--- src/rtl/core/sxl_pkg.sv ---
// sxl_pkg: shared types, codes and helper functions of the s-expression lexer.
// Used by sxl_front, sxl_queue, sxl_back and sexpr_token_lexer; no dependencies.
package sxl_pkg;

    localparam int LENGTH_BITS = 16;
    localparam int QDEPTH      = 4;
    localparam int QPTR_W      = $clog2(QDEPTH);
    localparam int QCNT_W      = $clog2(QDEPTH + 1);

    typedef enum logic [1:0] {
        MODE_IDLE = 2'd0,
        MODE_HEX  = 2'd1,
        MODE_STR  = 2'd2,
        MODE_ESC  = 2'd3
    } t_mode;

    typedef enum logic [3:0] {
        K_OPEN    = 4'd0,
        K_CLOSE   = 4'd1,
        K_VAR     = 4'd2,
        K_TYPE    = 4'd3,
        K_FUNC    = 4'd4,
        K_INT     = 4'd5,
        K_UINT    = 4'd6,
        K_FLOAT   = 4'd7,
        K_OPCODE  = 4'd8,
        K_STRCHAR = 4'd9,
        K_STREND  = 4'd10,
        K_NUL     = 4'd11,
        K_UNEXP   = 4'd12,
        K_BADESC  = 4'd13,
        K_UNTERM  = 4'd14
    } t_kind;

    typedef struct packed {
        t_kind       kind;
        logic [63:0] value;
    } t_token;

    // one queue entry: the tokens caused by one byte
    typedef struct packed {
        logic   two;
        t_token tok0;
        t_token tok1;
    } t_job;

    localparam logic [7:0] CH_NUL    = 8'h00;
    localparam logic [7:0] CH_BEL    = 8'h07;
    localparam logic [7:0] CH_TAB    = 8'h09;
    localparam logic [7:0] CH_LF     = 8'h0A;
    localparam logic [7:0] CH_VT     = 8'h0B;
    localparam logic [7:0] CH_CR     = 8'h0D;
    localparam logic [7:0] CH_SPACE  = 8'h20;
    localparam logic [7:0] CH_QUOTE  = 8'h22;
    localparam logic [7:0] CH_APOS   = 8'h27;
    localparam logic [7:0] CH_LPAREN = 8'h28;
    localparam logic [7:0] CH_RPAREN = 8'h29;
    localparam logic [7:0] CH_ZERO   = 8'h30;
    localparam logic [7:0] CH_NINE   = 8'h39;
    localparam logic [7:0] CH_UA     = 8'h41;
    localparam logic [7:0] CH_UF     = 8'h46;
    localparam logic [7:0] CH_BSLASH = 8'h5C;
    localparam logic [7:0] CH_LA     = 8'h61;
    localparam logic [7:0] CH_LF_HEX = 8'h66;
    localparam logic [7:0] CH_LI     = 8'h69;
    localparam logic [7:0] CH_LN     = 8'h6E;
    localparam logic [7:0] CH_LR     = 8'h72;
    localparam logic [7:0] CH_LT     = 8'h74;
    localparam logic [7:0] CH_LU     = 8'h75;
    localparam logic [7:0] CH_LV     = 8'h76;
    localparam logic [7:0] CH_LX     = 8'h78;

    // {valid, digit}
    function automatic logic [4:0] hex_digit(input logic [7:0] c);
        logic [4:0] r;
        r = '0;
        if (c >= CH_ZERO && c <= CH_NINE) begin
            r = {1'b1, 4'(c - CH_ZERO)};
        end else if (c >= CH_UA && c <= CH_UF) begin
            r = {1'b1, 4'(c - CH_UA + 8'd10)};
        end else if (c >= CH_LA && c <= CH_LF_HEX) begin
            r = {1'b1, 4'(c - CH_LA + 8'd10)};
        end
        return r;
    endfunction

    // K_OPEN means "not a prefix letter"
    function automatic t_kind prefix_kind(input logic [7:0] c);
        t_kind k;
        case (c)
            CH_LV:     k = K_VAR;
            CH_LT:     k = K_TYPE;
            CH_LF_HEX: k = K_FUNC;
            CH_LI:     k = K_INT;
            CH_LU:     k = K_UINT;
            CH_LR:     k = K_FLOAT;
            CH_LX:     k = K_OPCODE;
            default:   k = K_OPEN;
        endcase
        return k;
    endfunction

    // {valid, decoded char}
    function automatic logic [8:0] esc_char(input logic [7:0] c);
        logic [8:0] r;
        case (c)
            CH_LN:     r = {1'b1, CH_LF};
            CH_LV:     r = {1'b1, CH_VT};
            CH_LT:     r = {1'b1, CH_TAB};
            CH_LR:     r = {1'b1, CH_CR};
            CH_BSLASH: r = {1'b1, CH_BSLASH};
            CH_APOS:   r = {1'b1, CH_APOS};
            CH_QUOTE:  r = {1'b1, CH_QUOTE};
            CH_ZERO:   r = {1'b1, CH_NUL};
            CH_LA:     r = {1'b1, CH_BEL};
            default:   r = {1'b0, c};
        endcase
        return r;
    endfunction

endpackage

--- src/rtl/core/sxl_front.sv ---
// sxl_front: lexer state machine; classifies one byte per cycle while i_accept is high and builds
// the job of up to two tokens it causes. Depends on sxl_pkg.
module sxl_front (
    input  logic          i_clk,
    input  logic          i_rst_n,
    input  logic          i_accept,
    input  logic [7:0]    i_text_byte,
    input  logic          i_end_of_text,
    output logic          o_push,
    output sxl_pkg::t_job o_job
);

    sxl_pkg::t_mode             r_mode, n_mode;
    sxl_pkg::t_kind             r_pending, n_pending;
    logic [63:0]                r_acc, n_acc;
    logic [sxl_pkg::LENGTH_BITS-1:0] r_len, n_len;

    // idle-mode classification of the current byte
    logic           idle_emit;
    sxl_pkg::t_token idle_tok;
    sxl_pkg::t_mode idle_mode;
    logic           idle_hex;
    logic           idle_str;
    sxl_pkg::t_kind pk;
    logic [4:0]     hd;
    logic [8:0]     esc;
    logic [63:0]    byte_val;

    logic [1:0]      cnt;
    sxl_pkg::t_token tok0, tok1;
    logic            eot_hit;
    sxl_pkg::t_token eot_tok;

    always_comb begin
        pk        = sxl_pkg::prefix_kind(i_text_byte);
        hd        = sxl_pkg::hex_digit(i_text_byte);
        esc       = sxl_pkg::esc_char(i_text_byte);
        byte_val  = 64'(i_text_byte);
        idle_emit = 1'b0;
        idle_tok  = '{kind: sxl_pkg::K_OPEN, value: '0};
        idle_mode = sxl_pkg::MODE_IDLE;
        idle_hex  = 1'b0;
        idle_str  = 1'b0;
        if (i_text_byte == sxl_pkg::CH_SPACE || i_text_byte == sxl_pkg::CH_TAB ||
            i_text_byte == sxl_pkg::CH_VT || i_text_byte == sxl_pkg::CH_LF) begin
            idle_emit = 1'b0;
        end else if (i_text_byte == sxl_pkg::CH_LPAREN) begin
            idle_emit = 1'b1;
        end else if (i_text_byte == sxl_pkg::CH_RPAREN) begin
            idle_emit = 1'b1;
            idle_tok  = '{kind: sxl_pkg::K_CLOSE, value: '0};
        end else if (i_text_byte == sxl_pkg::CH_NUL) begin
            idle_emit = 1'b1;
            idle_tok  = '{kind: sxl_pkg::K_NUL, value: '0};
        end else if (pk != sxl_pkg::K_OPEN) begin
            idle_hex  = 1'b1;
            idle_mode = sxl_pkg::MODE_HEX;
        end else if (i_text_byte == sxl_pkg::CH_QUOTE) begin
            idle_str  = 1'b1;
            idle_mode = sxl_pkg::MODE_STR;
        end else begin
            idle_emit = 1'b1;
            idle_tok  = '{kind: sxl_pkg::K_UNEXP, value: byte_val};
        end
    end

    always_comb begin
        n_mode    = r_mode;
        n_pending = r_pending;
        n_acc     = r_acc;
        n_len     = r_len;
        cnt       = 2'd0;
        tok0      = '{kind: sxl_pkg::K_OPEN, value: '0};
        tok1      = '{kind: sxl_pkg::K_OPEN, value: '0};
        eot_hit   = 1'b0;
        eot_tok   = '{kind: sxl_pkg::K_OPEN, value: '0};

        case (r_mode)
            sxl_pkg::MODE_HEX: begin
                if (hd[4]) begin
                    n_acc = {r_acc[59:0], hd[3:0]};
                end else begin
                    // close the pending token, then treat the byte as in idle
                    tok0   = '{kind: r_pending, value: r_acc};
                    cnt    = 2'd1;
                    n_mode = idle_mode;
                    if (idle_emit) begin
                        tok1 = idle_tok;
                        cnt  = 2'd2;
                    end
                    if (idle_hex) begin
                        n_pending = pk;
                        n_acc     = '0;
                    end
                    if (idle_str) begin
                        n_len = '0;
                    end
                end
            end
            sxl_pkg::MODE_STR: begin
                if (i_text_byte == sxl_pkg::CH_BSLASH) begin
                    n_mode = sxl_pkg::MODE_ESC;
                end else if (i_text_byte == sxl_pkg::CH_QUOTE) begin
                    tok0   = '{kind: sxl_pkg::K_STREND, value: 64'(r_len)};
                    cnt    = 2'd1;
                    n_mode = sxl_pkg::MODE_IDLE;
                end else begin
                    tok0 = '{kind: sxl_pkg::K_STRCHAR, value: byte_val};
                    cnt  = 2'd1;
                    if (r_len != '1) n_len = r_len + 1'b1;
                end
            end
            sxl_pkg::MODE_ESC: begin
                cnt = 2'd1;
                if (esc[8]) begin
                    n_mode = sxl_pkg::MODE_STR;
                    tok0   = '{kind: sxl_pkg::K_STRCHAR, value: 64'(esc[7:0])};
                    if (r_len != '1) n_len = r_len + 1'b1;
                end else begin
                    n_mode = sxl_pkg::MODE_IDLE;
                    tok0   = '{kind: sxl_pkg::K_BADESC, value: byte_val};
                end
            end
            default: begin
                n_mode = idle_mode;
                if (idle_emit) begin
                    tok0 = idle_tok;
                    cnt  = 2'd1;
                end
                if (idle_hex) begin
                    n_pending = pk;
                    n_acc     = '0;
                end
                if (idle_str) begin
                    n_len = '0;
                end
            end
        endcase

        // end of text flushes a hex token or reports an open string
        if (i_end_of_text) begin
            if (n_mode == sxl_pkg::MODE_HEX) begin
                eot_hit = 1'b1;
                eot_tok = '{kind: n_pending, value: n_acc};
            end else if (n_mode == sxl_pkg::MODE_STR || n_mode == sxl_pkg::MODE_ESC) begin
                eot_hit = 1'b1;
                eot_tok = '{kind: sxl_pkg::K_UNTERM, value: 64'(n_len)};
            end
            n_mode = sxl_pkg::MODE_IDLE;
        end
        if (eot_hit) begin
            if (cnt == 2'd0) begin
                tok0 = eot_tok;
            end else begin
                tok1 = eot_tok;
            end
            cnt = cnt + 2'd1;
        end
    end

    always_ff @(posedge i_clk) begin
        if (!i_rst_n) begin
            r_mode    <= sxl_pkg::MODE_IDLE;
            r_pending <= sxl_pkg::K_OPEN;
            r_acc     <= '0;
            r_len     <= '0;
        end else if (i_accept) begin
            r_mode    <= n_mode;
            r_pending <= n_pending;
            r_acc     <= n_acc;
            r_len     <= n_len;
        end
    end

    assign o_push = i_accept && (cnt != 2'd0);
    assign o_job  = '{two: (cnt == 2'd2), tok0: tok0, tok1: tok1};

endmodule

--- src/rtl/core/sxl_queue.sv ---
// sxl_queue: short job queue between the lexer front and the token back end.
// Depends on sxl_pkg.
module sxl_queue (
    input  logic          i_clk,
    input  logic          i_rst_n,
    input  logic          i_push,
    input  sxl_pkg::t_job i_job,
    input  logic          i_pop,
    output logic          o_full,
    output logic          o_head_valid,
    output sxl_pkg::t_job o_head
);

    sxl_pkg::t_job               r_mem [sxl_pkg::QDEPTH];
    logic [sxl_pkg::QPTR_W-1:0]  r_wr_ptr, r_rd_ptr;
    logic [sxl_pkg::QCNT_W-1:0]  r_count;

    always_ff @(posedge i_clk) begin
        if (i_push) r_mem[r_wr_ptr] <= i_job;
    end

    always_ff @(posedge i_clk) begin
        if (!i_rst_n) begin
            r_wr_ptr <= '0;
            r_rd_ptr <= '0;
            r_count  <= '0;
        end else begin
            if (i_push) r_wr_ptr <= r_wr_ptr + 1'b1;
            if (i_pop)  r_rd_ptr <= r_rd_ptr + 1'b1;
            if (i_push && !i_pop) begin
                r_count <= r_count + 1'b1;
            end else if (i_pop && !i_push) begin
                r_count <= r_count - 1'b1;
            end
        end
    end

    assign o_full       = (r_count == sxl_pkg::QCNT_W'(sxl_pkg::QDEPTH));
    assign o_head_valid = (r_count != '0);
    assign o_head       = r_mem[r_rd_ptr];

    a_no_overflow: assert property (@(posedge i_clk) disable iff (!i_rst_n)
        r_count <= sxl_pkg::QCNT_W'(sxl_pkg::QDEPTH))
        else $error("job queue count beyond depth");

    a_no_underflow: assert property (@(posedge i_clk) disable iff (!i_rst_n)
        i_pop |-> r_count != '0)
        else $error("job queue popped while empty");

endmodule

--- src/rtl/core/sxl_back.sv ---
// sxl_back: takes jobs from the queue and gives out their tokens one per
// cycle while i_stall is low, through a registered output. Depends on sxl_pkg.
module sxl_back (
    input  logic          i_clk,
    input  logic          i_rst_n,
    input  logic          i_head_valid,
    input  sxl_pkg::t_job i_head,
    output logic          o_pop,
    input  logic          i_stall,
    output logic          o_valid,
    output logic [3:0]    o_token_kind,
    output logic [63:0]   o_token_value,
    output logic          o_last_of_run
);

    logic            r_valid;
    logic            r_phase;   // 1: first token of the head job already out
    sxl_pkg::t_kind  r_kind;
    logic [63:0]     r_value;
    logic            r_last;
    logic            load;

    assign load  = !r_valid || !i_stall;
    assign o_pop = load && i_head_valid && (r_phase || !i_head.two);

    always_ff @(posedge i_clk) begin
        if (!i_rst_n) begin
            r_valid <= 1'b0;
            r_phase <= 1'b0;
        end else if (load) begin
            r_valid <= i_head_valid;
            if (i_head_valid) begin
                r_phase <= !r_phase && i_head.two;
            end
        end
    end

    always_ff @(posedge i_clk) begin
        if (load && i_head_valid) begin
            if (r_phase) begin
                r_kind  <= i_head.tok1.kind;
                r_value <= i_head.tok1.value;
                r_last  <= 1'b1;
            end else begin
                r_kind  <= i_head.tok0.kind;
                r_value <= i_head.tok0.value;
                r_last  <= !i_head.two;
            end
        end
    end

    assign o_valid       = r_valid;
    assign o_token_kind  = r_kind;
    assign o_token_value = r_value;
    assign o_last_of_run = r_last;

    // the second token sits in the same queue entry, so it follows as soon as the output is not stalled
    a_pair_back_to_back: assert property (@(posedge i_clk) disable iff (!i_rst_n)
        r_valid && !r_last && !i_stall |=> r_valid)
        else $error("second token of a byte did not follow");

endmodule

--- src/rtl/core/sexpr_token_lexer.sv ---
// sexpr_token_lexer: s-expression lexer, one text byte per transaction in,
// one token per transaction out. Uses sxl_pkg, sxl_front, sxl_queue, sxl_back.
// Throughput: one byte per cycle while the job queue is not full; one token per
// cycle out of the single output register while i_out_stall is low. A byte's tokens
// pass through the 4-entry job queue and then the output register; the queue absorbs
// the bursts of bytes that yield two tokens. Reset (i_rst_n, synchronous, active
// low) returns the lexer to idle and empties queue and output at once.
module sexpr_token_lexer (
    input  logic        i_clk,
    input  logic        i_rst_n,
    // byte input channel
    input  logic        i_in_valid,
    output logic        o_in_stall,
    input  logic [7:0]  i_text_byte,
    input  logic        i_end_of_text,
    // token output channel
    output logic        o_out_valid,
    input  logic        i_out_stall,
    output logic [3:0]  o_token_kind,
    output logic [63:0] o_token_value,
    output logic        o_last_of_run
);

    logic          in_accept;   // input transaction completes this edge
    logic          q_full;
    logic          push;
    sxl_pkg::t_job job;
    logic          pop;
    logic          head_valid;
    sxl_pkg::t_job head;

    // stall whenever the queue is full, even for a byte that would push nothing;
    // the stall then comes straight from the queue count register
    assign o_in_stall = q_full;
    assign in_accept  = i_in_valid && !q_full;

    // front: state machine, classification, token building
    sxl_front u_front (
        .i_clk         (i_clk),
        .i_rst_n       (i_rst_n),
        .i_accept      (in_accept),
        .i_text_byte   (i_text_byte),
        .i_end_of_text (i_end_of_text),
        .o_push        (push),
        .o_job         (job)
    );

    // decoupling queue: bytes that emit nothing never enter it
    sxl_queue u_queue (
        .i_clk        (i_clk),
        .i_rst_n      (i_rst_n),
        .i_push       (push),
        .i_job        (job),
        .i_pop        (pop),
        .o_full       (q_full),
        .o_head_valid (head_valid),
        .o_head       (head)
    );

    // back: serializes each job's tokens into the output register
    sxl_back u_back (
        .i_clk         (i_clk),
        .i_rst_n       (i_rst_n),
        .i_head_valid  (head_valid),
        .i_head        (head),
        .o_pop         (pop),
        .i_stall       (i_out_stall),
        .o_valid       (o_out_valid),
        .o_token_kind  (o_token_kind),
        .o_token_value (o_token_value),
        .o_last_of_run (o_last_of_run)
    );

endmodule
--- config.mk ---
export PLATFORM = sky130hd
export DESIGN_NAME = sexpr_token_lexer
export DESIGN_NICKNAME = d
export VERILOG_FILES = /design/src/rtl/core/sxl_pkg.sv /design/src/rtl/core/sxl_front.sv /design/src/rtl/core/sxl_queue.sv /design/src/rtl/core/sxl_back.sv /design/src/rtl/core/sexpr_token_lexer.sv
export SDC_FILE = /design/constraint.sdc
export NUM_CORES = 1
export LEC_CHECK = 0
export ABC_AREA = 1
export ABC_CLOCK_PERIOD_IN_PS = 9000
export BUFFER_PORTS_ARGS = -buffer_cell sky130_fd_sc_hd__buf_4
export CAP_MARGIN = 20
export CORE_UTILIZATION = 30
export CTS_BUF_LIST = sky130_fd_sc_hd__clkbuf_2
export CTS_CLUSTER_SIZE = 8
export DETAILED_ROUTE_END_ITERATION = 10
export PLACE_DENSITY_LB_ADDON = 0.15
export SYNTH_ARGS = -nofsm -noshare
export SYNTH_HDL_FRONTEND = slang
export SYNTH_HIERARCHICAL = 1
export SYNTH_SLANG_ARGS = --single-unit
--- constraint.sdc ---
create_clock -name i_clk -period 9 [get_ports i_clk]
set_clock_uncertainty 0.2 [all_clocks]
set_input_delay 1.35 -clock i_clk [delete_from_list [all_inputs] [get_ports i_clk]]
set_output_delay 1.35 -clock i_clk [all_outputs]
set_load 0.05 [all_outputs]
==> flow_metrics.env, run 1 <==
export IMPL_critical_path_required_ps=9770
export IMPL_multiInputGateArea_sq_um=10120
export IMPL_yosys_warnings=6
export IMPL_holdPathStages=1
export IMPL_yosysSeqAreaShare=0.6354
export IMPL_ys_async_sr_fraction=0
export IMPL_ir_drop_mv=0.1216
export IMPL_p_per_area_nw_per_um2=270.5
export IMPL_min_period_over_period=0.6527
export IMPL_clockRootBuffer="clkbuf_2"
export IMPL_synth_top_area_cell="edfxtp_1"
export IMPL_routed_wl_um=99880
export IMPL_power_frac_seq=0.460
export IMPL_grt_overflow=0
export IMPL_path_clk_slew_ps=80
export IMPL_synth_nets=3194
export IMPL_grt_max_degree=105
export IMPL_outcome="complete, no violations"
export IMPL_worst_pin_slew_ps=1069
export IMPL_reg2reg_to="u_queue/r_mem[2][10]"
export IMPL_cp_cell_sequence="dlygate4sd3_1 -> buf_4 -> inv_1 -> ha_1 -> inv_1 -> nor2_1 -> nand3_1 -> nand2_1 -> nor2_2 -> nand2_2 -> nand2_2 -> nand3_2 -> nand2_4 -> o21ai_0 -> a21oi_1 -> nand2_1 -> inv_6 -> buf_12"
export IMPL_seqCellArea_sq_um=20480
export IMPL_sw_frac_of_total=0.3932
export IMPL_core_area_sq_um=105900
export IMPL_worstSetupStartpointType="primary input"
export IMPL_syn_inst=3168
export IMPL_die_area_sq_um=108700
export IMPL_die_h_um=329.7
export IMPL_synth_common_cells="617 x edfxtp_1, 556 x nand2_1, 405 x nor2_1"
export IMPL_max_freq_mhz=170.2
export IMPL_drt_iter0_markers=1751
export IMPL_rrSetupSlack_ps=3960
export IMPL_hpwl_um=56790
export IMPL_track_usage=0.1824
export IMPL_postCtsResizedCells=0
export IMPL_grt_pass1_wl_um=150100
export IMPL_fin_nets=3296
export IMPL_cts_made_buffers=194
export IMPL_hp_start="u_queue/r_rd_ptr[1]"
export IMPL_r2r_cells=12
export IMPL_firstDrtPassIters=8
export IMPL_end_kind="flip-flop"
export IMPL_post_route_min_period_ps=5874
export IMPL_hold_class="flip-flop to flip-flop"
export IMPL_arrival_ps=6640
export IMPL_dieWidth_um=329.7
export IMPL_pwr_share_clk=0.240
export IMPL_synth_area_sq_um=32210
export IMPL_setup_tns_ps=0
export IMPL_rows=119
export IMPL_cts_tree="built"
export IMPL_slew_headroom=0.2871
export IMPL_io_buffers=83
export IMPL_ys_top_cells_by_area="edfxtp_1 58%, nand2_1 6.5%, dfxtp_1 6.0%"
export IMPL_clk_path_buf_depth=3
export IMPL_reg2reg_from="u_front/r_mode[1]"
export IMPL_rsz0062_at_grt="no"
export IMPL_drive_gt1_frac=0.1441
export IMPL_grt_pass1_vias=23980
export IMPL_path_max_fanout=75
export IMPL_dpl_cell_area_sq_um=33770
export IMPL_ys_ff_latch=714
export IMPL_cts_sinks=714
export IMPL_stdcell_area_sq_um=35630
export IMPL_cpPeakStageDelay_ps=690
export IMPL_insertion_delay_ps=1430
export IMPL_vias=24440
export IMPL_power_internal_mw=5.847
export IMPL_synthFlopType="edfxtp_1"
export IMPL_final_antenna_net_count=0
export IMPL_drc=0
export IMPL_gp_congestion=0.8612
export IMPL_viasPerCell=5.063
export IMPL_cap_violations=0
export IMPL_synth_most_common_cell="edfxtp_1"
export IMPL_wire_per_inst_um=20.69
export IMPL_pwr_share_comb=0.299
export IMPL_p_switching_mw=3.789
export IMPL_synth_top_area_frac=0.5751
export IMPL_p_leak_nw=13.06
export IMPL_antenna_found_initial=1
export IMPL_hold_viol_final=0
export IMPL_n_fill_cell=10870
export IMPL_area_growth_pct=10.60
export IMPL_synth_avg_cell_area_sq_um=10.17
export IMPL_synth_edf_count=617
export IMPL_htreeDepth=4
export IMPL_io_pins=84
export IMPL_setup_viol=0
export IMPL_synth_cell_type_count=45
export IMPL_post_cts_buffers=0
export IMPL_cp_slowest_cell="inv_6"
export IMPL_start_util=0.3043
export IMPL_drv_slew=0
export IMPL_worst_setup_path_type="primary input to flip-flop"
==> layout by cell type (no fill, tap or decap), types with 5 or more instances in the layout <==
cell / n
nand2_1: 556
a21oi_1: 133
inv_2: 20
o211ai_1: 8
or2_0: 18
or2_1: 6
buf_12: 5
o221ai_1: 29
ha_1: 12
clkinv_1: 50
clkbuf_2: 298
a31oi_1: 24
o22ai_1: 148
nor2_1: 404
o21ai_1: 152
nand2_4: 7
nor2_4: 7
inv_1: 99
nor3_1: 6
buf_4: 112
edfxtp_1: 617
inv_6: 5
xor2_1: 8
dlygate4sd3_1: 5
a211oi_1: 6
nand2_2: 8
nor2_2: 5
nand3_1: 173
dfxtp_1: 94
nand4_1: 24
o21ai_0: 353
a22oi_1: 5
==> power by group through the flow <==
| stage | clock network [mW] | logic [mW] | registers [mW] |
|---|---|---|---|
| floorplan | 0 | 1.50 | 5.04 |
| global placement | 0 | 2.95 | 4.52 |
| detailed placement | 0 | 2.95 | 4.52 |
| CTS | 2.44 | 2.96 | 4.45 |
| global route | 2.59 | 3.18 | 4.49 |
| finish | 2.32 | 2.88 | 4.44 |
==> metal layers <==
layer | vias to the layer above | global-route usage | share of wire
met3 | 150 | 0.03579 | 0.055
met1 | 11890 | 0.2374 | 0.44
li1 | 11660 | - | -
met2 | 737 | 0.3014 | 0.48
met4 | 0 | 0.06391 | 0.023
met5 | - | 0 | 0
==> cell type report <==
| type | instances | area share |
|---|---|---|
| clock buffers | 298 | 0.04186 |
| repair buffers | 122 | 0.02781 |
| diodes | 1 | 0.00007023 |
| inverters | 126 | 0.01433 |
| flip-flops and latches | 714 | 0.5748 |
| clock inverters | 63 | 0.008323 |
| well taps | 1391 | 0.04885 |
| multi-input cells | 2112 | 0.2839 |
==> logic make-up after synthesis <==
| group | after synthesis | synth area share |
|---|---|---|
| AOI/OAI and AO/OA | 866 | 0.1471 |
| xor gates and xnor gates | 8 | 0.002175 |
| adders and majority gates | 13 | 0.005282 |
| buffers and inverters | 342 | 0.05111 |
| DFF | 714 | 0.6354 |
| and+or+nand+nor | 1225 | 0.1589 |
==> worst max path at each step <==
stage / from / slack, ps / cells after the start / to
after global placement: i_text_byte[0] / 2570 / 17 / u_queue/r_mem[2][29]
after detailed placement: i_text_byte[0] / 2400 / 17 / u_queue/r_mem[2][26]
final: i_text_byte[0] / 3130 / 18 / u_queue/r_mem[2][10]
after CTS: i_text_byte[0] / 3380 / 18 / u_queue/r_mem[2][10]
after floorplan: i_text_byte[0] / 2330 / 17 / u_queue/r_mem[0][0]
after global routing: i_text_byte[0] / 2890 / 18 / u_queue/r_mem[2][75]
==> stage by stage <==
step / util / power, mW / std cells / hold slack, ps / setup WS (ps)
CTS: 0.3363 / 9.838 / 4825 / 59.92 / 3385
global placement: 0.3190 / 7.473 / 4459 / 220.2 / 2570
finish: 0.3366 / 9.637 / 4827 / 228.6 / 3126
floorplan: - / 6.531 / 3168 / 211.5 / 2325
global route: 0.3366 / 10.26 / 4827 / 154.1 / 2895
detailed placement: 0.3190 / 7.467 / 4459 / 222.1 / 2396
==> state kept, by name, indices dropped and copies added (netlist names), named ones only <==
name	flops
u_queue/r_mem	548
u_back/o_token_value	64
u_front/r_acc	64
u_front/r_len	16
u_back/o_token_kind	4
u_front/r_pending	4
u_queue/r_count	3
u_front/r_mode	2
u_queue/r_rd_ptr	2
u_queue/r_wr_ptr	2
u_back/o_last_of_run	1
u_back/o_valid	1
u_back/r_phase	1
==> worst max-delay path: cells and delay by family <==
family | cells | cell delay, ps
AO/OA/AOI/OAI | 2 | 660
adder cells (fa/ha/maj) | 1 | 240
buffers and inverters | 6 | 2070
AND/OR/NAND/NOR | 9 | 2150
==> repair_timing <==
| item | in CTS | in global routing |
|---|---|---|
| hold endpoints to repair | 15 | 0 |
| hold buffers | 5 | 0 |
| setup endpoints to repair | 0 | 0 |
(Power assumes the default switching activity.)
==> inputs of run 2 (changes only) <==
--- a/config.mk
+++ b/config.mk
@@ -6,7 +6,7 @@
 export NUM_CORES = 1
 export LEC_CHECK = 0
 export ABC_AREA = 1
-export ABC_CLOCK_PERIOD_IN_PS = 9000
+export ABC_CLOCK_PERIOD_IN_PS = 5700
 export BUFFER_PORTS_ARGS = -buffer_cell sky130_fd_sc_hd__buf_4
 export CAP_MARGIN = 20
 export CORE_UTILIZATION = 30
==> constraint.sdc (replaced) <==
create_clock -name i_clk -period 5.7 [get_ports i_clk]
set_clock_uncertainty 0.2 [all_clocks]
set_input_delay 0.855 -clock i_clk [delete_from_list [all_inputs] [get_ports i_clk]]
set_output_delay 0.855 -clock i_clk [all_outputs]
set_load 0.05 [all_outputs]
==> run 2 against run 1 <==
Die area unchanged. Combinational power up 60%. Sequential share of layout area down 0.59 points. Wire length up 1.7%. Worst hold slack better by 8.9 ps. Largest power group unchanged.
==> flow_metrics.env, run 2 (synthesis gave the netlist of run 1 again) <==
export IMPL_grt_pass1_vias=24230
export IMPL_max_freq_mhz=219.2
export IMPL_fin_nets=3323
export IMPL_r2r_cells=14
export IMPL_drive_gt1_frac=0.1455
export IMPL_critPathLaunch="u_front/r_mode[0]"
export IMPL_end_kind="flip-flop"
export IMPL_core_area_sq_um=105900
export IMPL_clk_path_buf_depth=3
export IMPL_met3_usage=0.03537
export IMPL_crit_end="u_queue/r_mem[0][75]"
export IMPL_rsz0062_at_grt="no"
export IMPL_rrSetupSlack_ps=1140
export IMPL_rows=119
export IMPL_drc=0
export IMPL_io_pins=84
export IMPL_slew_headroom=0.2927
export IMPL_grt_pass1_wl_um=152000
export IMPL_grt_max_degree=102
export IMPL_cts_made_buffers=190
export IMPL_wire_per_inst_um=20.94
export IMPL_hold_class="primary input to flip-flop"
export IMPL_cap_violations=0
export IMPL_drt_iter0_markers=1880
export IMPL_final_core_util=0.3400
export IMPL_htreeDepth=4
export IMPL_post_cts_buffers=0
export IMPL_p_per_area_nw_per_um2=425.6
export IMPL_hold_slack_ps=237.5
export IMPL_path_max_fanout=68
export IMPL_reg2reg_to="u_queue/r_mem[0][75]"
export IMPL_gp_congestion=0.8555
export IMPL_outcome="complete, no violations"
export IMPL_dieWidth_um=329.7
export IMPL_p_leak_nw=13.20
export IMPL_worst_setup_path_type="flip-flop to flip-flop"
export IMPL_power_frac_seq=0.460
export IMPL_critical_path_required_ps=6470
export IMPL_cts_sinks=714
export IMPL_final_antenna_net_count=0
export IMPL_worst_pin_slew_ps=1061
export IMPL_postCtsResizedCells=0
export IMPL_post_route_min_period_ps=4563
export IMPL_firstDrtPassIters=8
export IMPL_n_fill_cell=10970
export IMPL_area_growth_pct=11.74
export IMPL_largest_register="u_queue/r_mem"
export IMPL_clockRootBuffer="clkbuf_2"
export IMPL_layout_commonest_cell="edfxtp_1"
export IMPL_grt_overflow=0
export IMPL_insertion_delay_ps=1470
export IMPL_hold_buffers=18
export IMPL_track_usage=0.1856
export IMPL_antenna_found_initial=3
export IMPL_dpl_cell_area_sq_um=34020
export IMPL_sw_frac_of_total=0.3929
export IMPL_cts_tree="built"
export IMPL_routed_wl_um=101600
export IMPL_worstSetupStartpointType="flip-flop"
export IMPL_drv_slew=0
export IMPL_arrival_ps=5330
export IMPL_use_met1=0.2429
export IMPL_power_internal_mw=9.301
export IMPL_finalPower_mw=15.32
export IMPL_min_period_over_period=0.8005
export IMPL_pwr_share_comb=0.300
export IMPL_die_h_um=329.7
export IMPL_ir_drop_mv=0.2156
export IMPL_pwr_share_clk=0.240
export IMPL_final_cell_mix="617 x edfxtp_1, 556 x nand2_1, 404 x nor2_1"
export IMPL_start_util=0.3043
export IMPL_hold_viol_final=0
export IMPL_grt_busiest_layer="met2"
export IMPL_hpwl_um=58600
export IMPL_largest_register_ffs=548
export IMPL_use_met2=0.3019
export IMPL_viasPerCell=5.106
export IMPL_io_buffers=83
export IMPL_die_area_sq_um=108700
export IMPL_reg2reg_from="u_front/r_mode[0]"
export IMPL_setup_viol=0
export IMPL_vias=24770
export IMPL_stdcell_area_sq_um=36000
export IMPL_setup_tns_ps=0
export IMPL_p_switching_mw=6.020
export IMPL_path_clk_slew_ps=110
[run 2: worst max-delay path, cell delays in order (launching register included)]
cell and delay (ps):
dfxtp_1 460, inv_1 90, nor2_1 540, inv_2 530
nor2_4 300, nand2_1 70, nand2_1 80, nand2_1 80
ha_1 280, o21ai_0 110, a21oi_1 460, buf_4 230
nand2_1 80, clkinvlp_4 120, buf_12 400
[run 2: cell type report]
class                           count  area (sq um)  area share
Clock buffer                      286          1431     0.03976
Inverter                          126         505.5     0.01404
Timing Repair Buffer              153          1356     0.03768
Antenna cell                        4         10.01   0.0002781
Clock inverter                     65         356.6    0.009906
Tap cell                         1391          1740     0.04835
Sequential cell                   714         20480      0.5690
Multi-Input combinational cell   2112         10120      0.2810
[run 2: how the worst min path moves through the flow]
| stage | slack [ps] | endpoint | depth (start not counted) | startpoint |
|---|---|---|---|---|
| finish | 240 | u_front/r_acc[17] | 4 | i_rst_n |
| global route | 40 | u_front/r_len[15] | 4 | i_rst_n |
| CTS | 10 | u_front/r_acc[17] | 4 | i_rst_n |
| detailed placement | 230 | flip-flop | 1 | u_queue/r_rd_ptr[1] |
| global placement | 220 | flip-flop | 1 | u_queue/r_rd_ptr[1] |
| floorplan | 210 | flip-flop | 1 | u_queue/r_rd_ptr[1] |
[run 2: power by group through the flow]
stage,Combinational [mW],Clock (mW),Sequential (mW)
2_1_floorplan,2.36,0,7.93
3_3_place_gp,4.68,0,7.19
3_5_place_dp,4.67,0,7.19
4_1_cts,4.70,3.86,7.07
5_1_grt,5.04,4.11,7.14
6_report,4.60,3.67,7.05
[run 2: through the flow]
step	setup WS, ps	cells
finish	1137	4851
global route	994.3	4851
detailed placement	788.1	4478
floorplan	260.0	3168
CTS	1191	4847
global placement	826.7	4478
[run 2: layer usage]
layer,up-vias,share of wire
met5,-,0
met4,0,0.029
met3,197,0.054
met2,762,0.47
met1,12120,0.44
li1,11690,-
